## src/sv/cmts_pkg.sv

```systemverilog
// token kinds, error codes and keyword tables shared by the c-minus token scanner
package cmts_pkg;

	localparam int KIND_W = 5;
	localparam int ERR_W  = 2;
	localparam int LEN_W  = 7;

	localparam logic [KIND_W-1:0] K_ID       = 5'd0;
	localparam logic [KIND_W-1:0] K_NUM      = 5'd1;
	localparam logic [KIND_W-1:0] K_PLUS     = 5'd2;
	localparam logic [KIND_W-1:0] K_MINUS    = 5'd3;
	localparam logic [KIND_W-1:0] K_TIMES    = 5'd4;
	localparam logic [KIND_W-1:0] K_OVER     = 5'd5;
	localparam logic [KIND_W-1:0] K_LT       = 5'd6;
	localparam logic [KIND_W-1:0] K_LEQ      = 5'd7;
	localparam logic [KIND_W-1:0] K_GT       = 5'd8;
	localparam logic [KIND_W-1:0] K_GEQ      = 5'd9;
	localparam logic [KIND_W-1:0] K_EQ       = 5'd10;
	localparam logic [KIND_W-1:0] K_NEQ      = 5'd11;
	localparam logic [KIND_W-1:0] K_ASSIGN   = 5'd12;
	localparam logic [KIND_W-1:0] K_SEMI     = 5'd14;
	localparam logic [KIND_W-1:0] K_COMMA    = 5'd15;
	localparam logic [KIND_W-1:0] K_LPAREN   = 5'd16;
	localparam logic [KIND_W-1:0] K_RPAREN   = 5'd17;
	localparam logic [KIND_W-1:0] K_LBRACE   = 5'd18;
	localparam logic [KIND_W-1:0] K_RBRACE   = 5'd19;
	localparam logic [KIND_W-1:0] K_LBRACKET = 5'd20;
	localparam logic [KIND_W-1:0] K_RBRACKET = 5'd21;
	localparam logic [KIND_W-1:0] K_KW0      = 5'd22;
	localparam logic [KIND_W-1:0] K_ERROR    = 5'd28;

	localparam logic [ERR_W-1:0] E_NONE     = 2'd0;
	localparam logic [ERR_W-1:0] E_ILLEGAL  = 2'd1;
	localparam logic [ERR_W-1:0] E_BADNUM   = 2'd2;
	localparam logic [ERR_W-1:0] E_UNCLOSED = 2'd3;

	localparam int NUM_KW = 6;

	// if, else, while, int, return, void; padded so any 3-bit index is safe
	localparam logic [7:0] KW_TEXT [0:NUM_KW-1][0:7] = '{
		'{"i", "f", 8'h00, 8'h00, 8'h00, 8'h00, 8'h00, 8'h00},
		'{"e", "l", "s", "e", 8'h00, 8'h00, 8'h00, 8'h00},
		'{"w", "h", "i", "l", "e", 8'h00, 8'h00, 8'h00},
		'{"i", "n", "t", 8'h00, 8'h00, 8'h00, 8'h00, 8'h00},
		'{"r", "e", "t", "u", "r", "n", 8'h00, 8'h00},
		'{"v", "o", "i", "d", 8'h00, 8'h00, 8'h00, 8'h00}
	};
	localparam logic [2:0] KW_LEN [0:NUM_KW-1] = '{3'd2, 3'd4, 3'd5, 3'd3, 3'd6, 3'd4};

	// drop keywords that cannot match once character c sits at offset len
	function automatic logic [NUM_KW-1:0] kw_update(input logic [NUM_KW-1:0] mask,
			input logic [LEN_W-1:0] len, input logic [7:0] c);
		logic [NUM_KW-1:0] m;
		logic hit;
		m = mask;
		for (int k = 0; k < NUM_KW; k++) begin
			hit = (len < {4'd0, KW_LEN[k]}) && (KW_TEXT[k][len[2:0]] == c);
			if (!hit)
				m[k] = 1'b0;
		end
		return m;
	endfunction

	function automatic logic [KIND_W-1:0] word_kind(input logic [NUM_KW-1:0] mask,
			input logic [LEN_W-1:0] len);
		logic [KIND_W-1:0] kind;
		kind = K_ID;
		for (int k = 0; k < NUM_KW; k++) begin
			if (mask[k] && len == {4'd0, KW_LEN[k]})
				kind = K_KW0 + KIND_W'(k);
		end
		return kind;
	endfunction

	// operator character held back for lookahead, standing alone
	function automatic logic [KIND_W-1:0] single_kind(input logic [7:0] p);
		logic [KIND_W-1:0] kind;
		case (p)
			"+": kind = K_PLUS;
			"-": kind = K_MINUS;
			"=": kind = K_ASSIGN;
			"<": kind = K_LT;
			">": kind = K_GT;
			"/": kind = K_OVER;
			default: kind = K_ERROR;
		endcase
		return kind;
	endfunction

endpackage

```

## src/sv/c_minus_token_scanner.sv

```systemverilog
// top level of the c-minus token scanner: scan state, token builder and output queue
//
// Takes one source byte per word on the input channel and emits classified token
// words on the output channel, each carrying kind, error code, start line/column
// and length. Every byte is fully processed in the cycle it is accepted: the scan
// state registers are updated from short logic on the byte and the old state, and
// the zero, one or two token words the byte causes are written into a four-word
// output queue in the same edge. A byte is taken every cycle while the queue holds
// two words or fewer; the single read port of the output queue delivers one token
// word per clock while out_ready is high, so bytes that yield two tokens (a token
// ended by a one-character token, or a flush followed by end-of-file) can fill the
// queue and hold the input back. The end flag or a zero byte flushes any open token,
// emits the end-of-file word and returns the scanner to line 1 column 1.
// There is no configuration and no clearing pass after reset.
module c_minus_token_scanner #(
	parameter int MAX_TOKEN_LEN = 64,
	parameter int POSITION_BITS = 16
) (
	input  logic                          clk,
	input  logic                          arst_n,
	input  logic                          in_valid,
	output logic                          in_ready,
	input  logic [7:0]                    ch,
	input  logic                          is_end,
	output logic                          out_valid,
	input  logic                          out_ready,
	output logic [cmts_pkg::KIND_W-1:0]   token_kind,
	output logic [cmts_pkg::ERR_W-1:0]    error_code,
	output logic [POSITION_BITS-1:0]      start_line,
	output logic [POSITION_BITS-1:0]      start_column,
	output logic [cmts_pkg::LEN_W-1:0]    token_length,
	output logic                          is_end_token,
	output logic                          is_last
);

	import cmts_pkg::*;

	// scan modes
	localparam logic [2:0] M_IDLE      = 3'd0;
	localparam logic [2:0] M_IDENT     = 3'd1;
	localparam logic [2:0] M_NUMBER    = 3'd2;
	localparam logic [2:0] M_PENDING   = 3'd3;
	localparam logic [2:0] M_LINECOM   = 3'd4;
	localparam logic [2:0] M_BLOCK     = 3'd5;
	localparam logic [2:0] M_BLOCKSTAR = 3'd6;

	localparam logic [LEN_W-1:0]         MAX_LEN = LEN_W'(MAX_TOKEN_LEN);
	localparam logic [POSITION_BITS-1:0] POS_MAX = {POSITION_BITS{1'b1}};
	localparam logic [POSITION_BITS-1:0] POS_ONE = POSITION_BITS'(1);

	typedef struct packed {
		logic [KIND_W-1:0]        kind;
		logic [ERR_W-1:0]         err;
		logic [POSITION_BITS-1:0] line;
		logic [POSITION_BITS-1:0] col;
		logic [LEN_W-1:0]         len;
		logic                     eof;
		logic                     last;
	} tok_t;

	// scan state
	logic [2:0]               mode_q, mode_d;
	logic [7:0]               pend_q, pend_d;
	logic [NUM_KW-1:0]        kw_q, kw_d;
	logic                     bad_q, bad_d;
	logic [LEN_W-1:0]         len_q, len_d;
	logic [POSITION_BITS-1:0] tline_q, tline_d, tcol_q, tcol_d;
	logic [POSITION_BITS-1:0] line_q, line_d, col_q, col_d;

	// output queue
	tok_t       fifo_q [0:3];
	logic [1:0] wr_ptr_q, rd_ptr_q;
	logic [2:0] cnt_q;

	logic in_fire, out_fire;
	logic end_in, letter, digit, alnum;
	logic [LEN_W-1:0] grown_len;

	// what a byte does when it starts a fresh token
	logic             use_fresh, f_emit, f_begin;
	logic [2:0]       f_mode;
	logic [KIND_W-1:0] f_kind;
	logic [ERR_W-1:0]  f_err;

	// slot a: token closed by this byte, slot b: fresh single token or end-of-file
	logic              a_v, b_v, b_eof;
	logic [KIND_W-1:0] a_kind;
	logic [ERR_W-1:0]  a_err;
	logic [LEN_W-1:0]  a_len;
	tok_t              a_tok, b_tok, slot0, slot1;
	logic [1:0]        push_n;

	assign in_ready  = (cnt_q <= 3'd2);
	assign in_fire   = in_valid && in_ready;
	assign out_valid = (cnt_q != 3'd0);
	assign out_fire  = out_valid && out_ready;

	always_comb begin
		end_in    = is_end || (ch == 8'h00);
		letter    = (ch inside {["a":"z"], ["A":"Z"], "_"});
		digit     = (ch inside {["0":"9"]});
		alnum     = letter || digit;
		grown_len = (len_q < MAX_LEN) ? len_q + LEN_W'(1) : len_q;

		// classify the byte as a token opener
		f_mode  = M_IDLE;
		f_emit  = 1'b0;
		f_begin = 1'b0;
		f_kind  = K_ERROR;
		f_err   = E_NONE;
		if (ch inside {" ", 8'h09, 8'h0D, 8'h0A}) begin
			f_mode = M_IDLE;
		end else if (ch == "#") begin
			f_mode = M_LINECOM;
		end else if (letter) begin
			f_mode  = M_IDENT;
			f_begin = 1'b1;
		end else if (digit) begin
			f_mode  = M_NUMBER;
			f_begin = 1'b1;
		end else if (ch inside {"+", "-", "=", "!", "<", ">", "|", "&", "/"}) begin
			f_mode  = M_PENDING;
			f_begin = 1'b1;
		end else begin
			f_emit = 1'b1;
			case (ch)
				"*": f_kind = K_TIMES;
				";": f_kind = K_SEMI;
				",": f_kind = K_COMMA;
				"(": f_kind = K_LPAREN;
				")": f_kind = K_RPAREN;
				"{": f_kind = K_LBRACE;
				"}": f_kind = K_RBRACE;
				"[": f_kind = K_LBRACKET;
				"]": f_kind = K_RBRACKET;
				"^", "%", "?", "~", ":", "\"", "\\": f_kind = K_ERROR;
				default: begin
					f_kind = K_ERROR;
					f_err  = E_ILLEGAL;
				end
			endcase
		end

		mode_d  = mode_q;
		pend_d  = pend_q;
		kw_d    = kw_q;
		bad_d   = bad_q;
		len_d   = len_q;
		tline_d = tline_q;
		tcol_d  = tcol_q;
		line_d  = line_q;
		col_d   = col_q;

		a_v       = 1'b0;
		a_kind    = K_ID;
		a_err     = E_NONE;
		a_len     = len_q;
		use_fresh = 1'b0;
		b_eof     = 1'b0;

		if (end_in) begin
			// flush the open token, then end-of-file and back to reset state
			case (mode_q)
				M_IDENT: begin
					a_v    = 1'b1;
					a_kind = word_kind(kw_q, len_q);
				end
				M_NUMBER: begin
					a_v    = 1'b1;
					a_kind = bad_q ? K_ERROR : K_NUM;
					a_err  = bad_q ? E_BADNUM : E_NONE;
				end
				M_PENDING: begin
					a_v    = 1'b1;
					a_kind = single_kind(pend_q);
				end
				M_BLOCK, M_BLOCKSTAR: begin
					a_v    = 1'b1;
					a_kind = K_ERROR;
					a_err  = E_UNCLOSED;
				end
				default: ;
			endcase
			b_eof   = 1'b1;
			mode_d  = M_IDLE;
			pend_d  = 8'h00;
			kw_d    = {NUM_KW{1'b1}};
			bad_d   = 1'b0;
			len_d   = '0;
			tline_d = POS_ONE;
			tcol_d  = POS_ONE;
			line_d  = POS_ONE;
			col_d   = POS_ONE;
		end else begin
			case (mode_q)
				M_IDENT: begin
					if (alnum) begin
						kw_d  = kw_update(kw_q, len_q, ch);
						len_d = grown_len;
					end else begin
						a_v       = 1'b1;
						a_kind    = word_kind(kw_q, len_q);
						use_fresh = 1'b1;
					end
				end
				M_NUMBER: begin
					if (alnum) begin
						bad_d = bad_q || letter;
						len_d = grown_len;
					end else begin
						a_v       = 1'b1;
						a_kind    = bad_q ? K_ERROR : K_NUM;
						a_err     = bad_q ? E_BADNUM : E_NONE;
						use_fresh = 1'b1;
					end
				end
				M_PENDING: begin
					if (pend_q == "/" && ch == "/") begin
						mode_d = M_LINECOM;
					end else if (pend_q == "/" && ch == "*") begin
						len_d  = grown_len;
						mode_d = M_BLOCK;
					end else if (ch == "=" && (pend_q inside {"=", "!", "<", ">"})) begin
						// two-character relational operator
						a_v    = 1'b1;
						a_len  = grown_len;
						len_d  = grown_len;
						mode_d = M_IDLE;
						case (pend_q)
							"=": a_kind = K_EQ;
							"!": a_kind = K_NEQ;
							"<": a_kind = K_LEQ;
							default: a_kind = K_GEQ;
						endcase
					end else if (ch == pend_q &&
							(pend_q inside {"+", "-", "<", ">", "|", "&"})) begin
						// doubled operator outside the language
						a_v    = 1'b1;
						a_kind = K_ERROR;
						a_len  = grown_len;
						len_d  = grown_len;
						mode_d = M_IDLE;
					end else begin
						a_v       = 1'b1;
						a_kind    = single_kind(pend_q);
						use_fresh = 1'b1;
					end
				end
				M_LINECOM: begin
					if (ch == 8'h0A)
						mode_d = M_IDLE;
				end
				M_BLOCK: begin
					len_d = grown_len;
					if (ch == "*")
						mode_d = M_BLOCKSTAR;
				end
				M_BLOCKSTAR: begin
					len_d = grown_len;
					if (ch == "/")
						mode_d = M_IDLE;
					else if (ch != "*")
						mode_d = M_BLOCK;
				end
				default: begin
					use_fresh = 1'b1;
				end
			endcase

			if (use_fresh) begin
				mode_d = f_mode;
				if (f_begin) begin
					tline_d = line_q;
					tcol_d  = col_q;
					len_d   = LEN_W'(1);
					if (letter)
						kw_d = kw_update({NUM_KW{1'b1}}, '0, ch);
					if (digit)
						bad_d = 1'b0;
					if (f_mode == M_PENDING)
						pend_d = ch;
				end
			end

			// position of the next byte
			if (ch == 8'h0A) begin
				if (line_q < POS_MAX)
					line_d = line_q + POS_ONE;
				col_d = POS_ONE;
			end else if (col_q < POS_MAX) begin
				col_d = col_q + POS_ONE;
			end
		end

		a_tok = '{kind: a_kind, err: a_err, line: tline_q, col: tcol_q, len: a_len,
			eof: 1'b0, last: 1'b0};
		b_v = b_eof || (use_fresh && f_emit);
		if (b_eof)
			b_tok = '{kind: K_ID, err: E_NONE, line: line_q, col: col_q, len: '0,
				eof: 1'b1, last: 1'b1};
		else
			b_tok = '{kind: f_kind, err: f_err, line: line_q, col: col_q,
				len: LEN_W'(1), eof: 1'b0, last: 1'b1};

		slot0      = a_v ? a_tok : b_tok;
		slot0.last = !(a_v && b_v);
		slot1      = b_tok;
		push_n     = {1'b0, a_v} + {1'b0, b_v};
	end

	always_ff @(posedge clk or negedge arst_n) begin
		if (!arst_n) begin
			mode_q  <= M_IDLE;
			pend_q  <= 8'h00;
			kw_q    <= {NUM_KW{1'b1}};
			bad_q   <= 1'b0;
			len_q   <= '0;
			tline_q <= POS_ONE;
			tcol_q  <= POS_ONE;
			line_q  <= POS_ONE;
			col_q   <= POS_ONE;
		end else if (in_fire) begin
			mode_q  <= mode_d;
			pend_q  <= pend_d;
			kw_q    <= kw_d;
			bad_q   <= bad_d;
			len_q   <= len_d;
			tline_q <= tline_d;
			tcol_q  <= tcol_d;
			line_q  <= line_d;
			col_q   <= col_d;
		end
	end

	// queue payload, no reset
	always_ff @(posedge clk) begin
		if (in_fire) begin
			if (push_n != 2'd0)
				fifo_q[wr_ptr_q] <= slot0;
			if (push_n == 2'd2)
				fifo_q[wr_ptr_q + 2'd1] <= slot1;
		end
	end

	always_ff @(posedge clk or negedge arst_n) begin
		if (!arst_n) begin
			wr_ptr_q <= 2'd0;
			rd_ptr_q <= 2'd0;
			cnt_q    <= 3'd0;
		end else begin
			if (in_fire)
				wr_ptr_q <= wr_ptr_q + push_n;
			if (out_fire)
				rd_ptr_q <= rd_ptr_q + 2'd1;
			cnt_q <= cnt_q + (in_fire ? {1'b0, push_n} : 3'd0) - {2'b00, out_fire};
		end
	end

	assign token_kind   = fifo_q[rd_ptr_q].kind;
	assign error_code   = fifo_q[rd_ptr_q].err;
	assign start_line   = fifo_q[rd_ptr_q].line;
	assign start_column = fifo_q[rd_ptr_q].col;
	assign token_length = fifo_q[rd_ptr_q].len;
	assign is_end_token = fifo_q[rd_ptr_q].eof;
	assign is_last      = fifo_q[rd_ptr_q].last;

	// queue never overfills
	a_cnt_bound: assert property (@(posedge clk) disable iff (!arst_n)
		cnt_q <= 3'd4)
		else $error("output queue count out of range");

	// end of input puts the scanner back at the start of a text
	a_end_resets: assert property (@(posedge clk) disable iff (!arst_n)
		in_fire && end_in |=> mode_q == M_IDLE && line_q == POS_ONE && col_q == POS_ONE)
		else $error("scan state not reset after end of input");

	// lengths saturate
	a_len_sat: assert property (@(posedge clk) disable iff (!arst_n)
		out_valid |-> token_length <= MAX_LEN)
		else $error("token length above maximum");

	// end-of-file word is empty and closes its byte
	a_eof_form: assert property (@(posedge clk) disable iff (!arst_n)
		out_valid && is_end_token |-> token_kind == K_ID && token_length == '0 && is_last)
		else $error("malformed end-of-file word");

endmodule

```

## config.mk

```make
export PLATFORM = sky130hd
export DESIGN_NAME = c_minus_token_scanner
export DESIGN_NICKNAME = d
export VERILOG_FILES = /design/src/sv/cmts_pkg.sv /design/src/sv/c_minus_token_scanner.sv
export SDC_FILE = /design/constraint.sdc
export NUM_CORES = 1
export LEC_CHECK = 0
export BUFFER_PORTS_ARGS = -buffer_cell sky130_fd_sc_hd__clkbuf_2
export CAP_MARGIN = 5
export CELL_PAD_IN_SITES_DETAIL_PLACEMENT = 0
export CELL_PAD_IN_SITES_GLOBAL_PLACEMENT = 2
export CORE_UTILIZATION = 40
export DETAILED_ROUTE_END_ITERATION = 6
export PLACE_DENSITY = 0.73
export SLEW_MARGIN = 10
export SYNTH_ARGS = -nofsm -noshare
export SYNTH_HDL_FRONTEND = slang
export SYNTH_SLANG_ARGS = --single-unit
```

## constraint.sdc

```tcl
create_clock -name clk -period 7.09 [get_ports clk]
set_input_delay 2.127 -clock clk [delete_from_list [all_inputs] [get_ports clk]]
set_output_delay 2.127 -clock clk [all_outputs]
set_load 0.02 [all_outputs]
```

=== Word level (Yosys, flattened, before mapping) ===
Memory sizes are Yosys's and may differ from the RTL's.
Cells that the tools add are included.

* Bits in read-only memories: 384
* Memory bits (writable): 192
* Output and inout port bits: 50
* Logic and storage cells: 317
* Flip-flop bits (word level): 96
* Input port bits: 13
* Memories: 7

* Mux-type cells: 149
* $add $sub $neg: 9
* Equal/unequal tests: 70
* Reduce and logical (&&, ||, !) cells: 53
* Magnitude comparators: 16
* Bitwise gates (word level): 1

{| class="wikitable"
|+ Memories
! memory !! depth !! bits a word !! read ports !! clocked after memory_dff !! write ports !! line !! text
|-
| fifo_q || 4 || 48 || 1 || 0 || 2 || c_minus_token_scanner.sv:71 || <nowiki>tok_t fifo_q [0:3];</nowiki>
|-
| (no name shown) || 8 || 8 || 1 || 0 || 0 || cmts_pkg.sv:57 || <nowiki>hit = (len < {4'd0, KW_LEN[k]}) && (KW_TEXT[k][len[2:0]] == c);</nowiki>
|-
| (no name shown) || 8 || 8 || 1 || 0 || 0 || cmts_pkg.sv:57 ||
|-
| (no name shown) || 8 || 8 || 1 || 0 || 0 || cmts_pkg.sv:57 ||
|-
| (no name shown) || 8 || 8 || 1 || 0 || 0 || cmts_pkg.sv:57 ||
|-
| (no name shown) || 8 || 8 || 1 || 0 || 0 || cmts_pkg.sv:57 ||
|-
| +1 memories || - || - || - || - || - || - ||
|}

{| class="wikitable"
|+ Operators with widths
! kind !! number
|-
| equality test 8 x 6 -> 1 bit (second input constant) || 27
|-
| two-way mux 16 bit || 12
|-
| two-way mux 8 bit || 16
|-
| two-way mux 48 bit || 2
|-
| two-way mux 5 bit || 19
|-
| two-way mux 7 bit || 13
|-
| equality test 8 x 7 -> 1 bit (second input constant) || 10
|-
| equality test 8 bit || 7
|-
| two-way mux 1 bit || 50
|-
| one-hot mux 5 bit (9 select lines) || 1
|-
| equality test 7 x 8 -> 1 bit (first input constant) || 5
|-
| two-way mux 3 bit || 12
|-
| two-way mux 6 bit || 6
|-
| adder 16 x 1 -> 16 bit (second input constant) || 2
|-
| < comparator 16 bit (second input constant) || 2
|-
| one-hot mux 5 bit (6 select lines) || 1
|-
| equality test 8 x 4 -> 1 bit (second input constant) || 3
|-
| logical AND 1 bit || 23
|-
| equality test 7 x 3 -> 1 bit (second input constant) || 3
|-
| < comparator 7 x 3 -> 1 bit (second input constant) || 3
|-
| one-hot mux 7 bit (3 select lines) || 1
|-
| one-hot mux 5 bit (4 select lines) || 1
|-
| two-way mux 2 bit || 9
|-
| >= comparator 8 x 7 -> 1 bit (second input constant) || 2
|-
| other kinds (45) || 68
|}

=== Longest topological paths before layout ===
* Word-level depth: 17
* Mapped depth: 20

=== Worst setup path before layout ===
Ideal clock, no wire load.

* Path type: input -> register
* Start: input port ch[0]
* End: memory fifo_q[0][10] in the netlist's numbering, enable pin
* Required time: 6.695 ns
* Stages: 16
* Arrival: 5.799 ns
* Slack: 0.896 ns
* Buffers on the path: 5
* Setup time: 0.395 ns
* Cells stage by stage: buf_2 nor4_2 nand2_1 a21boi_2 nor3_2 nand2b_1 buf_2 o21ai_0 inv_1 ha_1 clkbuf_1 or4_1 buf_2 and2_1 clkbuf_1 inv_1

{| class="wikitable"
|+ RTL lines
! item !! line !! text
|-
| from (decl) || c_minus_token_scanner.sv:23 || <nowiki>input logic [7:0] ch,</nowiki>
|-
| to (decl) || c_minus_token_scanner.sv:71 ||
|}

==> metrics.txt <==
Max Freq 0.1693 GHz; Critical Path RT 7.49 ns; ANT nets after route 0; Seq cells post-synth 288; RSZ-0062 raised after global routing false; final core occ 44.81%; worst skew pair latency 0.54 ns; HP Class flip-flop to flip-flop; post-synthesis cell type count 96; syn_nets 1,473; clock skew 0.01964 ns; Final Critical Period approximately 5.9 ns; Synth async-reset ratio 33.33%; Setup crit end kind flip-flop; FP Rows 73; Cell Area, Synth 16,090 µm²; Routed WL 48,430 µm; area of the multi-input gates 7377 µm²; drt pass-1 iters 5; Via density 6.109; syn avg cell area 11.15 µm²; sequential share of the synthesized area 48.85%; ys flop type edfxtp_1; CTS sink cnt 288; fraction of layout instances using a drive strength above 1 17.63%; worst slew pin tran approximately 1.1 ns; Clk pin slew, worst setup/hold paths 0.05 ns; CTS hold repair buffers 0; fill cell count 3,774; RD Place Congestion just under 0.9; Max-cap violations 0; # port buffers 62; crit path kind primary input to flip-flop; crit share post-route 83.29%; DRT iter0 DRCs 801; Starting Density between 40% and 50%; largest net degree at the start of global routing 68; DRC viols 0; Slew headroom 23.13%; cts bufs inserted 34; vias in the first global route 12,010; critical path arrival 6.31 ns; first-pass GRT wire length between 70,000 and 80,000 µm; H-tree depth reported by CTS 2; n_diodes 0; Die Y 202.6 µm; CORE AREA 39,730 µm²; post_cts resized 0; status complete, no violations; PD cells approximately 320 nW/µm²; Max clock buf depth 3; total negative slack 0 ns; vias post-DR 12,140; area delta synth->final 10.65%; Final nets ~1,500; die area just over 40,000 µm²; initial antenna violation count 1; gr usage total 23.81%; Peak VDD IR 0.0001337 V; Slew Viols, Final 0; final hold violations 0; Static Leak around 6.5 nW; # IOs 63; dpl hpwl between 30,000 and 40,000 µm; setup bufs post-CTS 0; Finish-stage setup viols 0; synth warn 0; Post-Synthesis Cells 1,443; Register Area about 7900 µm²; crit path launch type primary input; CP Max Fanout 22; Die X 202.6 µm; root buffer cell clkbuf_16; TritonCTS clock tree built; grt ovf 0; DR WL/cell between 20 and 25 µm; Post-synth EDFFs 160
==> worst paths after layout <==
kind | slack, ns | start | to | cells past startpoint
worst max register to register | 2.50 | mode_q[0] | fifo_q[1][0] | 14
worst min-delay path | 0.44 | fifo_q[2][5] | fifo_q[2][5] | 2
min in group asynchronous | 1.54 | arst_n | pend_q[4] | 1
worst max-delay path | 1.18 | ch[2] | fifo_q[1][0] | 16
max in group asynchronous | 4.23 | arst_n | tline_q[12] | 2
worst min register to register | 0.44 | fifo_q[2][5] | fifo_q[2][5] | 2
==> flip-flops by register name, indices dropped and copies added, names as in the netlist <==
signal	flops
kw_q	6
fifo_q	192
cnt_q	3
rd_ptr_q	2
col_q	16
tcol_q	16
pend_q	8
bad_q	1
line_q	16
mode_q	3
len_q	7
tline_q	16
wr_ptr_q	2
==> cell families (layout without fill, tap and decap cells) <==
kind of cell    count (synthesis)  after routing  synth area share (%)
compound gates                467            467                 21.57
xor+xnor                       43             43                 2.341
flops                         288            288                 48.85
fa+ha+maj                      18             18                 1.431
mux                            55             55                 7.162
simple gates                  392            392                 13.26
buf+inv                       180            200                 5.389
==> cell type report <==
class                   count  share of cell area [%]
clock buffers              48                   5.664
clock inverters            13                  0.3514
inverters                  33                  0.7238
multi-input cells         975                   41.43
flip-flops and latches    288                   44.17
well taps                 525                   3.689
repair buffers            106                   3.963
==> stage by stage <==
step | hold slack, ns | worst slack [ns] | cell area, µm² | power, W | cells
floorplan | 0.4198 | 0.8961 | 16090 | 0.003457 | 1443
finish | 0.4440 | 1.185 | 17800 | 0.005713 | 1988
CTS | 0.4488 | 1.228 | 17800 | 0.005777 | 1988
global placement | 0.4342 | 0.7263 | 16730 | 0.004070 | 1927
global route | 0.4672 | 0.8736 | 17800 | 0.005984 | 1988
detailed placement | 0.4418 | 0.6549 | 16730 | 0.004078 | 1927
==> synth_stat cells (all sizes together), types with 5 or more instances <==
| cell type | instances | area share [%] |
|---|---|---|
| a21boi | 5 | 0.28 |
| a21o | 8 | 0.37 |
| a21oi | 47 | 1.5 |
| a22o | 163 | 8.9 |
| a22oi | 7 | 0.36 |
| a31oi | 16 | 0.62 |
| and2 | 15 | 0.60 |
| and3 | 20 | 0.78 |
| buf | 61 | 2.6 |
| clkbuf | 86 | 2.0 |
| dfrtp | 86 | 13 |
| dfstp | 10 | 1.6 |
| dfxtp | 32 | 4.0 |
| edfxtp | 160 | 30 |
| ha | 16 | 1.2 |
| inv | 33 | 0.80 |
| mux2i | 6 | 0.37 |
| mux4 | 48 | 6.7 |
| nand2 | 107 | 2.5 |
| nand2b | 16 | 0.62 |
| nand3 | 34 | 1.1 |
| nand3b | 5 | 0.23 |
| nand4 | 16 | 0.62 |
| nor2 | 66 | 1.6 |
| nor2b | 13 | 0.51 |
| nor3 | 29 | 0.93 |
| nor4 | 20 | 1.2 |
| nor4bb | 5 | 0.31 |
| o211ai | 8 | 0.37 |
| o21a | 5 | 0.23 |
| o21ai | 97 | 3.3 |
| o22ai | 41 | 1.6 |
| o2bb2ai | 6 | 0.33 |
| o31ai | 8 | 0.37 |
| or2 | 6 | 0.23 |
| or3 | 12 | 0.47 |
| or4 | 8 | 0.37 |
| xnor2 | 28 | 1.5 |
| xor2 | 15 | 0.82 |
==> cell usage in the layout (no fill, tap or decap), drive strengths merged, types with 12 or more instances in the layout <==
| cell | instances |
|---|---|
| nor2b | 13 |
| and3 | 20 |
| nand2b | 16 |
| and2 | 15 |
| nand3 | 34 |
| nor4 | 20 |
| o22ai | 41 |
| o21ai | 97 |
| ha | 16 |
| nor2 | 66 |
| edfxtp | 160 |
| nand4 | 16 |
| inv | 34 |
| dfxtp | 32 |
| a31oi | 16 |
| a21oi | 47 |
| or3 | 12 |
| xnor2 | 28 |
| buf | 45 |
| nand2 | 107 |
| xor2 | 15 |
| nor3 | 29 |
| a22o | 163 |
| clkbuf | 109 |
| dfrtp | 86 |
| mux4 | 48 |
==> routing by layer <==
layer  vias up  part of all wire [%]  global-route usage, %
met5         -                 0.023                      0
met4         2                   4.0                  10.02
met3       105                   5.1                  3.708
met2       375                    48                  39.07
met1      6080                    43                  31.32
li1       5582                     -                      -
==> worst max-delay path, stage by stage <==
cell and delay (ns):
clkbuf_2 0.38, buf_4 0.28, xnor2_1 0.16, nand4_1 0.12, or4_1 0.53, o311a_2 0.42, nand2b_1 0.28, o21ai_0 0.23
inv_1 0.10, ha_1 0.34, or3_1 0.18, and2_1 0.39, inv_2 0.32, buf_12 0.26, nor2_1 0.11, a21oi_1 0.05
==> power by group <==
group          internal, W  leakage (nW)  switching (W)  total (W)
registers          0.00201          3.08       0.000241    0.00226
logic             0.000657          2.89        0.00112    0.00177
clock network     0.000992         0.523       0.000692    0.00168
(Power assumes the default switching activity.)
